## src/hdl/lhq_pkg.sv

```systemverilog
// ----------------------------------------------------------------------------
// lhq_pkg
// Shared types and constants of the line hull maximum query block.
// ----------------------------------------------------------------------------
package lhq_pkg;

    localparam int LHQ_CAPACITY = 64;

    localparam logic signed [63:0] HULL_INF     = 64'sh7FFF_FFFF_FFFF_FFFF;
    localparam logic signed [63:0] HULL_NEG_INF = 64'sh8000_0000_0000_0001;

    typedef enum logic [1:0] {
        CMD_INSERT = 2'd0,
        CMD_QUERY  = 2'd1,
        CMD_CLEAR  = 2'd2
    } t_cmd;

    typedef enum logic [1:0] {
        ST_OK    = 2'd0,
        ST_EMPTY = 2'd1,
        ST_FULL  = 2'd2
    } t_status;

    typedef struct packed {
        logic signed [31:0] slope;
        logic signed [31:0] intercept;
        logic signed [63:0] bp;
    } t_line;

    typedef enum logic [1:0] {
        CELL_HOLD,
        CELL_TAKE_PREV,
        CELL_TAKE_NEXT,
        CELL_SET_BP
    } t_cell_op;

    typedef enum logic [2:0] {
        STK_HOLD,
        STK_PUSH,
        STK_POP,
        STK_POP_SECOND,
        STK_SET_BP,
        STK_CLEAR
    } t_stack_op;

    typedef struct packed {
        t_stack_op          op;
        t_line              push;
        logic signed [63:0] bp;
    } t_stack_ctl;

endpackage

```

## src/hdl/lhq_div.sv

```systemverilog
// ----------------------------------------------------------------------------
// lhq_div
// Floored signed division, one quotient bit per cycle.
// ----------------------------------------------------------------------------
module lhq_div (
    input  logic               i_clk,
    input  logic               i_rst_n,
    input  logic               i_start,
    input  logic signed [32:0] i_num,
    input  logic signed [32:0] i_den,
    output logic               o_done,
    output logic signed [63:0] o_quot
);
    import lhq_pkg::*;

    typedef enum logic [1:0] {
        DIV_IDLE,
        DIV_RUN,
        DIV_FIX
    } t_div_state;

    t_div_state  r_state;
    logic [31:0] r_quo;
    logic [31:0] r_rem;
    logic [31:0] r_den;
    logic        r_neg;
    logic [4:0]  r_cnt;

    logic [32:0] w_rem_sh;
    logic [33:0] w_diff;
    logic        w_ge;
    logic [31:0] w_num_mag;
    logic [31:0] w_den_mag;

    assign w_num_mag = i_num[32] ? 32'(-i_num) : i_num[31:0];
    assign w_den_mag = i_den[32] ? 32'(-i_den) : i_den[31:0];
    assign w_rem_sh  = {r_rem, r_quo[31]};
    assign w_diff    = {1'b0, w_rem_sh} - {2'b00, r_den};
    assign w_ge      = !w_diff[33];

    always_ff @(posedge i_clk) begin
        if (!i_rst_n) begin
            r_state <= DIV_IDLE;
            o_done  <= 1'b0;
        end else begin
            o_done <= 1'b0;
            case (r_state)
                DIV_IDLE: begin
                    if (i_start) begin
                        r_quo   <= w_num_mag;
                        r_den   <= w_den_mag;
                        r_rem   <= '0;
                        r_neg   <= i_num[32] ^ i_den[32];
                        r_cnt   <= '0;
                        r_state <= DIV_RUN;
                    end
                end
                DIV_RUN: begin
                    r_rem <= w_ge ? w_diff[31:0] : w_rem_sh[31:0];
                    r_quo <= {r_quo[30:0], w_ge};
                    r_cnt <= r_cnt + 5'd1;
                    if (r_cnt == 5'd31) begin
                        r_state <= DIV_FIX;
                    end
                end
                DIV_FIX: begin
                    // Round toward minus infinity when the signs differ.
                    if (r_neg) begin
                        o_quot <= -$signed(64'(r_quo)) - $signed(64'(r_rem != '0));
                    end else begin
                        o_quot <= $signed(64'(r_quo));
                    end
                    o_done  <= 1'b1;
                    r_state <= DIV_IDLE;
                end
                default: r_state <= DIV_IDLE;
            endcase
        end
    end

endmodule

```

## config.mk

```make
export PLATFORM = sky130hd
export DESIGN_NAME = lhq_div
export DESIGN_NICKNAME = d
export VERILOG_FILES = /design/src/hdl/lhq_pkg.sv /design/src/hdl/lhq_div.sv
export SDC_FILE = /design/constraint.sdc
export NUM_CORES = 1
export LEC_CHECK = 0
export BUFFER_PORTS_ARGS = -buffer_cell sky130_fd_sc_hd__clkbuf_2
export CORE_MARGIN = 8
export CORE_UTILIZATION = 53
export CTS_BUF_LIST = sky130_fd_sc_hd__clkbuf_4 sky130_fd_sc_hd__clkbuf_8
export DETAILED_ROUTE_END_ITERATION = 16
export GPL_ROUTABILITY_DRIVEN = 1
export GPL_TIMING_DRIVEN = 0
export PLACE_DENSITY = 0.73
export SETUP_SLACK_MARGIN = 0.3
export SLEW_MARGIN = 20
export SYNTH_ARGS = -nofsm -noshare
export SYNTH_HDL_FRONTEND = slang
export SYNTH_SLANG_ARGS = --single-unit
```

## constraint.sdc

```tcl
create_clock -name i_clk -period 20.8 [get_ports i_clk]
set_input_delay 3.12 -clock i_clk [delete_from_list [all_inputs] [get_ports i_clk]]
set_output_delay 3.12 -clock i_clk [all_outputs]
set_load 0.01 [all_outputs]
```

=== After elaboration in Yosys (flattened, before gate mapping) ===
Index checks and enable logic that the tools add are counted.

* Add/subtract/negate cells: 6
* Reduce and logical (&&, ||, !) cells: 8
* Div/mod/pow operators: 0
* Multipliers: 0
* Bitwise logic cells: 1
* Equal/unequal tests: 5
* Muxes and demuxes: 14
* Shifts and indexed selects: 0
* Magnitude comparators: 0

{| class="wikitable"
|+ Operator list
! operator !! count
|-
| 32-bit 2-to-1 mux || 6
|-
| 32-bit case mux with 2 select lines || 2
|-
| 32-bit negation || 2
|-
| 32-bit negation with 64-bit output || 1
|-
| 64-bit by 2-bit subtractor with 64-bit output || 1
|-
| 33-bit by 32-bit subtractor with 34-bit output || 1
|-
| 32-bit nonzero test || 1
|-
| 5-bit case mux with 2 select lines || 1
|-
| 3-bit AND reduction || 2
|-
| 5-bit by 1-bit adder with 5-bit output, second input constant || 1
|-
| 5-bit == test, second input constant || 1
|-
| 5-bit 2-to-1 mux || 1
|-
| 2-bit 2-to-1 mux || 2
|-
| 2-bit != test, second input constant || 2
|-
| 2-bit case mux with 2 select lines || 1
|-
| 2-bit AND reduction || 2
|-
| 2-bit by 1-bit == test with 1-bit output, second input constant || 1
|-
| 2-bit == test, second input constant || 1
|-
| 2-bit logical NOT || 1
|-
| 2-bit nonzero test || 1
|-
| 1-bit logical NOT || 1
|-
| 1-bit 2-to-1 mux || 1
|-
| 1-bit bitwise XOR || 1
|}

* Bits in registers: 169
* Latch bits: 0
* Memories kept: 0
* ROM bits: 0
* Output and inout bits: 65
* Input bits: 69
* Memory bits (writable): 0
* Word-level logic and storage cells: 43

=== Logic depth before layout (Yosys ltp) ===
* Depth in word-level cells: 4
* Gate-level depth with buffers: 17
* Mapped depth without buffers: 15

=== Worst setup path before layout ===
Ideal clock, no wire load.

* Path type: input to register
* From: in i_start
* To: reg r_cnt[0] (enable)
* Slack: 11983 ps
* Arrival time: 8221 ps
* Stages: 2
* Library setup time: 597 ps
* Data required time: 20203 ps
* Path buffers: 0
* Path through: nor2_1 > nor3b_1

* Longest elaborated chain between the ends: 2

{| class="wikitable"
|+ RTL lines
! what !! line !! RTL
|-
| start, declared || lhq_div.sv:8 || <nowiki>input logic i_start,</nowiki>
|-
| 2-bit != test (no line) || -- ||
|-
| 3-bit AND reduction (no line) || -- ||
|-
| end signal, assigned || lhq_div.sv:61 || <nowiki>r_cnt <= r_cnt + 5'd1;</nowiki>
|-
| end, declared || lhq_div.sv:27 || <nowiki>logic [4:0] r_cnt;</nowiki>
|}

Every way passes these cells.
A chain may end at the register's enable or synchronous reset.

=== Worst setup path in the final report ===
* From: in i_den[4]
* To: reg r_den[30], data pin

* Longest elaborated chain between the ends: 2

{| class="wikitable"
|+ RTL lines
! what !! line !! RTL
|-
| start, declared || lhq_div.sv:10 || <nowiki>input logic signed [32:0] i_den,</nowiki>
|-
| 32-bit negation || lhq_div.sv:36 || <nowiki>assign w_den_mag = i_den[32] ? 32'(-i_den) : i_den[31:0];</nowiki>
|-
| 32-bit 2-to-1 mux || lhq_div.sv:36 ||
|-
| named net w_den_mag[30] || lhq_div.sv:33 || <nowiki>logic [31:0] w_den_mag;</nowiki>
|-
| end signal, assigned || lhq_div.sv:51 || <nowiki>r_den <= w_den_mag;</nowiki>
|-
| end, declared || lhq_div.sv:25 || <nowiki>logic [31:0] r_den;</nowiki>
|}

The timed path passes the listed nets, and every way through them passes these cells.

==> flow_metrics.env <==
export IMPL_cp_required_ns=21.04
export IMPL_die_width_microns=164
export IMPL_critical_path_reg2reg_startpoint="r_rem[25]"
export IMPL_worstMarginPinSlew_ns=0.847
export IMPL_worst_setup_hold_path_clk_slew_ns=0.11
export IMPL_grt_overflow_total=0
export IMPL_groute_usage_overall=0.219
export IMPL_reg2reg_setup_slack_ns=16.32
export IMPL_core_rowCount=54
export IMPL_post_route_worst_setup_slack_ns=15.52
export IMPL_synth_lib_cells_used_distinct=73
export IMPL_grt_antenna_before_repair=0
export IMPL_endpoint_kind="flip-flop"
export IMPL_synth_area_leader_cell="sky130_fd_sc_hd__edfxtp_1"
export IMPL_post_cts_hold_buffer_count=0
export IMPL_first_pass_iters=5
export IMPL_hold_depth=2
export IMPL_final_core_util=0.607
export IMPL_dieArea_sq_um=26900
export IMPL_final_cell_count_no_fill=1677
export IMPL_synth_largest_type_area_fraction=0.426
export IMPL_mostFrequentLayoutCell="sky130_fd_sc_hd__edfxtp_1"
export IMPL_clock_tree_root_cell="sky130_fd_sc_hd__clkbuf_8"
export IMPL_postLayoutCellArea_sq_um=13200
export IMPL_final_net_count=1524
export IMPL_finalWorstPathRequiredPeriod_ns=5.28
export IMPL_die_h_microns=164
export IMPL_r2r_cells=17
export IMPL_run_status="complete, no violations"
export IMPL_hold_class="flip-flop to flip-flop"
export IMPL_cts_repair_resize_count=0
export IMPL_numCtsBuffers=17
export IMPL_wl_per_cell_microns=17.5
export IMPL_setup_repair_after_global_routing_missed_its_margin="no"
export IMPL_cts_post_setup_buffers_inserted=0
export IMPL_layout_worst_path_cycle_share=0.254
export IMPL_cellLeakagePower_nw=5.34
export IMPL_worstPathMaxFanout=4
export IMPL_synth_edf_count=165
export IMPL_power_clock_fraction=0.273
export IMPL_worstSetupStartpointType="primary input"
export IMPL_most_used_cells_in_the_layout_excluding_fill_and_tap_cells="sky130_fd_sc_hd__edfxtp_1 (165), sky130_fd_sc_hd__clkbuf_2 (132), sky130_fd_sc_hd__a21oi_1 (118)"
export IMPL_number_of_placed_instances_taps_included=1644
export IMPL_max_slew_margin_rel=0.421
export IMPL_max_cap_violations=0
export IMPL_share_comb_of_total_power=0.267
export IMPL_ys_top_cells_by_area="sky130_fd_sc_hd__edfxtp_1 (43%), sky130_fd_sc_hd__ha_1 (7.6%), sky130_fd_sc_hd__a21oi_1 (5.1%)"
export IMPL_report_final_setup_viol=0
export IMPL_route_vias_total=9794
export IMPL_buffer_depth_of_the_longest_clock_path=2
export IMPL_worstHoldEndpoint="r_quo[1]"
export IMPL_dp_hpwl_mm=23.0
export IMPL_grt_start_max_net_pins=41
export IMPL_h_tree_depth=4
export IMPL_max_freq_ghz=0.190
export IMPL_count_of_clock_tree_sinks=168
export IMPL_ant_nets=0
export IMPL_cp_arrival_ns=5.52
export IMPL_cts_tree="done"
export IMPL_vias_per_cell=5.84
export IMPL_yosys_warnings=0
export IMPL_global_route_wire_length_before_repair_mm=47.2
export IMPL_finalHoldViolations=0
export IMPL_place_port_buffers=132
export IMPL_post_dp_cell_area_sq_um=12800
export IMPL_p_seq_frac=0.461
export IMPL_layout_drive_gt1_share=0.144
export IMPL_floorplan_core_area_sq_um=21700
export IMPL_tns_setup_ns=0
export IMPL_drc=0
export IMPL_slew_viol_final=0
export IMPL_synth_main_ff_cell="sky130_fd_sc_hd__edfxtp_1"
export IMPL_vdd_drop_max_uv=38.5
export IMPL_floorplan_io_pins=134
export IMPL_post_synth_instance_area_sq_um=11600
export IMPL_netSwitchingFraction=0.344
export IMPL_synth_seq_cells=168
export IMPL_yosysSeqAreaShare=0.431
export IMPL_syn_instance_count=1222
export IMPL_intPower_mw=0.583
export IMPL_drt_iter0_drc=699
export IMPL_finalWirelength_mm=29.3
export IMPL_p_sw_mw=0.306
export IMPL_syn_nets=1363
export IMPL_syn_area_per_cell_sq_um=9.52
export IMPL_min_from="r_quo[0]"
export IMPL_criticalPathCategory="primary input to flip-flop"
export IMPL_fin_skew_ns=0.0172
export IMPL_grt_pass1_vias=9635
export IMPL_ys_async_sr_fraction=0
export IMPL_start_util=0.536
export IMPL_globalplace_congestion=0.943
export IMPL_pwrdens_nw_per_um2=67.6
export IMPL_reg_to_reg_endpoint="o_quot[57]"
export IMPL_syn2layout_area_growth_pct=13.1
export IMPL_place_ws_ns=15.02
export IMPL_insertion_delay_ns=0.49
worst max-delay path, cell delays in order:
cell	delay (ns)
sky130_fd_sc_hd__clkbuf_2	0.12
sky130_fd_sc_hd__nor4_4	0.38
sky130_fd_sc_hd__nand3_2	0.17
sky130_fd_sc_hd__or3_4	0.41
sky130_fd_sc_hd__nand2b_4	0.15
sky130_fd_sc_hd__or4_4	0.50
sky130_fd_sc_hd__or4_4	0.45
sky130_fd_sc_hd__o21ai_2	0.15
sky130_fd_sc_hd__xnor2_1	0.08
worst max path at each step:
stage                  start   endpoint
floorplan            i_start   r_cnt[0]
global placement     i_start   r_rem[2]
detailed placement  i_den[4]  r_den[30]
CTS                 i_den[4]  r_den[30]
global route        i_num[0]  r_quo[26]
finish              i_den[4]  r_den[30]
registers in the layout, indices dropped and copies added (netlist names):
signal and flops:
o_quot 63, r_den 32, r_quo 32, r_rem 32, r_cnt 5, r_state 2
o_done 1, r_neg 1
kinds of logic after synthesis:
kind of cell / Yosys count / share of synthesized area
AO/OA/AOI/OAI: 384 / 0.203
XOR/XNOR: 99 / 0.0746
adder cells (fa/ha/maj): 72 / 0.0781
buffers and inverters: 146 / 0.0485
flip-flops: 168 / 0.431
multiplexers: 13 / 0.0113
AND/OR/NAND/NOR: 340 / 0.153
synthesized netlist by cell type (all sizes together) (3+ instances only):
| cell | count |
|---|---|
| edfxtp | 165 |
| a21oi | 118 |
| o21ai | 109 |
| nand2 | 106 |
| inv | 93 |
| ha | 71 |
| nor2 | 55 |
| xnor2 | 51 |
| xor2 | 48 |
| clkbuf | 45 |
| nand3 | 43 |
| a21o | 27 |
| o31ai | 22 |
| or3 | 22 |
| o211ai | 21 |
| nor3 | 19 |
| a211oi | 14 |
| nor4 | 14 |
| mux2i | 12 |
| nor2b | 12 |
| o21a | 12 |
| and2 | 10 |
| and3 | 10 |
| o41ai | 10 |
| or4 | 10 |
| buf | 8 |
| nand2b | 8 |
| a31oi | 7 |
| a211o | 5 |
| a21boi | 5 |
| and3b | 5 |
| nand3b | 5 |
| nand4 | 5 |
| o21bai | 5 |
| o22ai | 5 |
| and4 | 4 |
| o2111ai | 4 |
| a2111oi | 3 |
| a221oi | 3 |
| dfxtp | 3 |
| or2 | 3 |
power by group through the flow:
stage / clock [mW] / combinational [mW] / sequential [mW]
floorplan: 0 / 0.174 / 0.413
global placement: 0 / 0.226 / 0.419
detailed placement: 0 / 0.232 / 0.417
CTS: 0.244 / 0.234 / 0.409
global route: 0.255 / 0.265 / 0.411
finish: 0.242 / 0.237 / 0.410
cell type report:
type	count	area, sq um
inverters	93	349
plain buffers	53	215
fillers	1900	8530
flip-flops and latches	168	5010
clock inverters	15	168
repair buffers	142	748
multi-input cells	908	6070
clock buffers	17	234
well taps	280	350
diodes	1	2.50
per-layer routing:
layer | vias to the layer above | track usage | routed length, microns
li1 | 4866 | - | -
met1 | 4517 | 0.274 | 12400
met2 | 349 | 0.374 | 14000
met3 | 62 | 0.0273 | 1920
met4 | 0 | 0.0926 | 877
met5 | - | 0 | 0
stage by stage:
step | power (mW) | hold WS, ns
3_3_place_gp | 0.645 | 0.519
3_5_place_dp | 0.649 | 0.545
2_1_floorplan | 0.587 | 0.495
4_1_cts | 0.887 | 0.567
5_1_grt | 0.932 | 0.620
6_report | 0.889 | 0.564
Power figures use the tool's default switching activity.
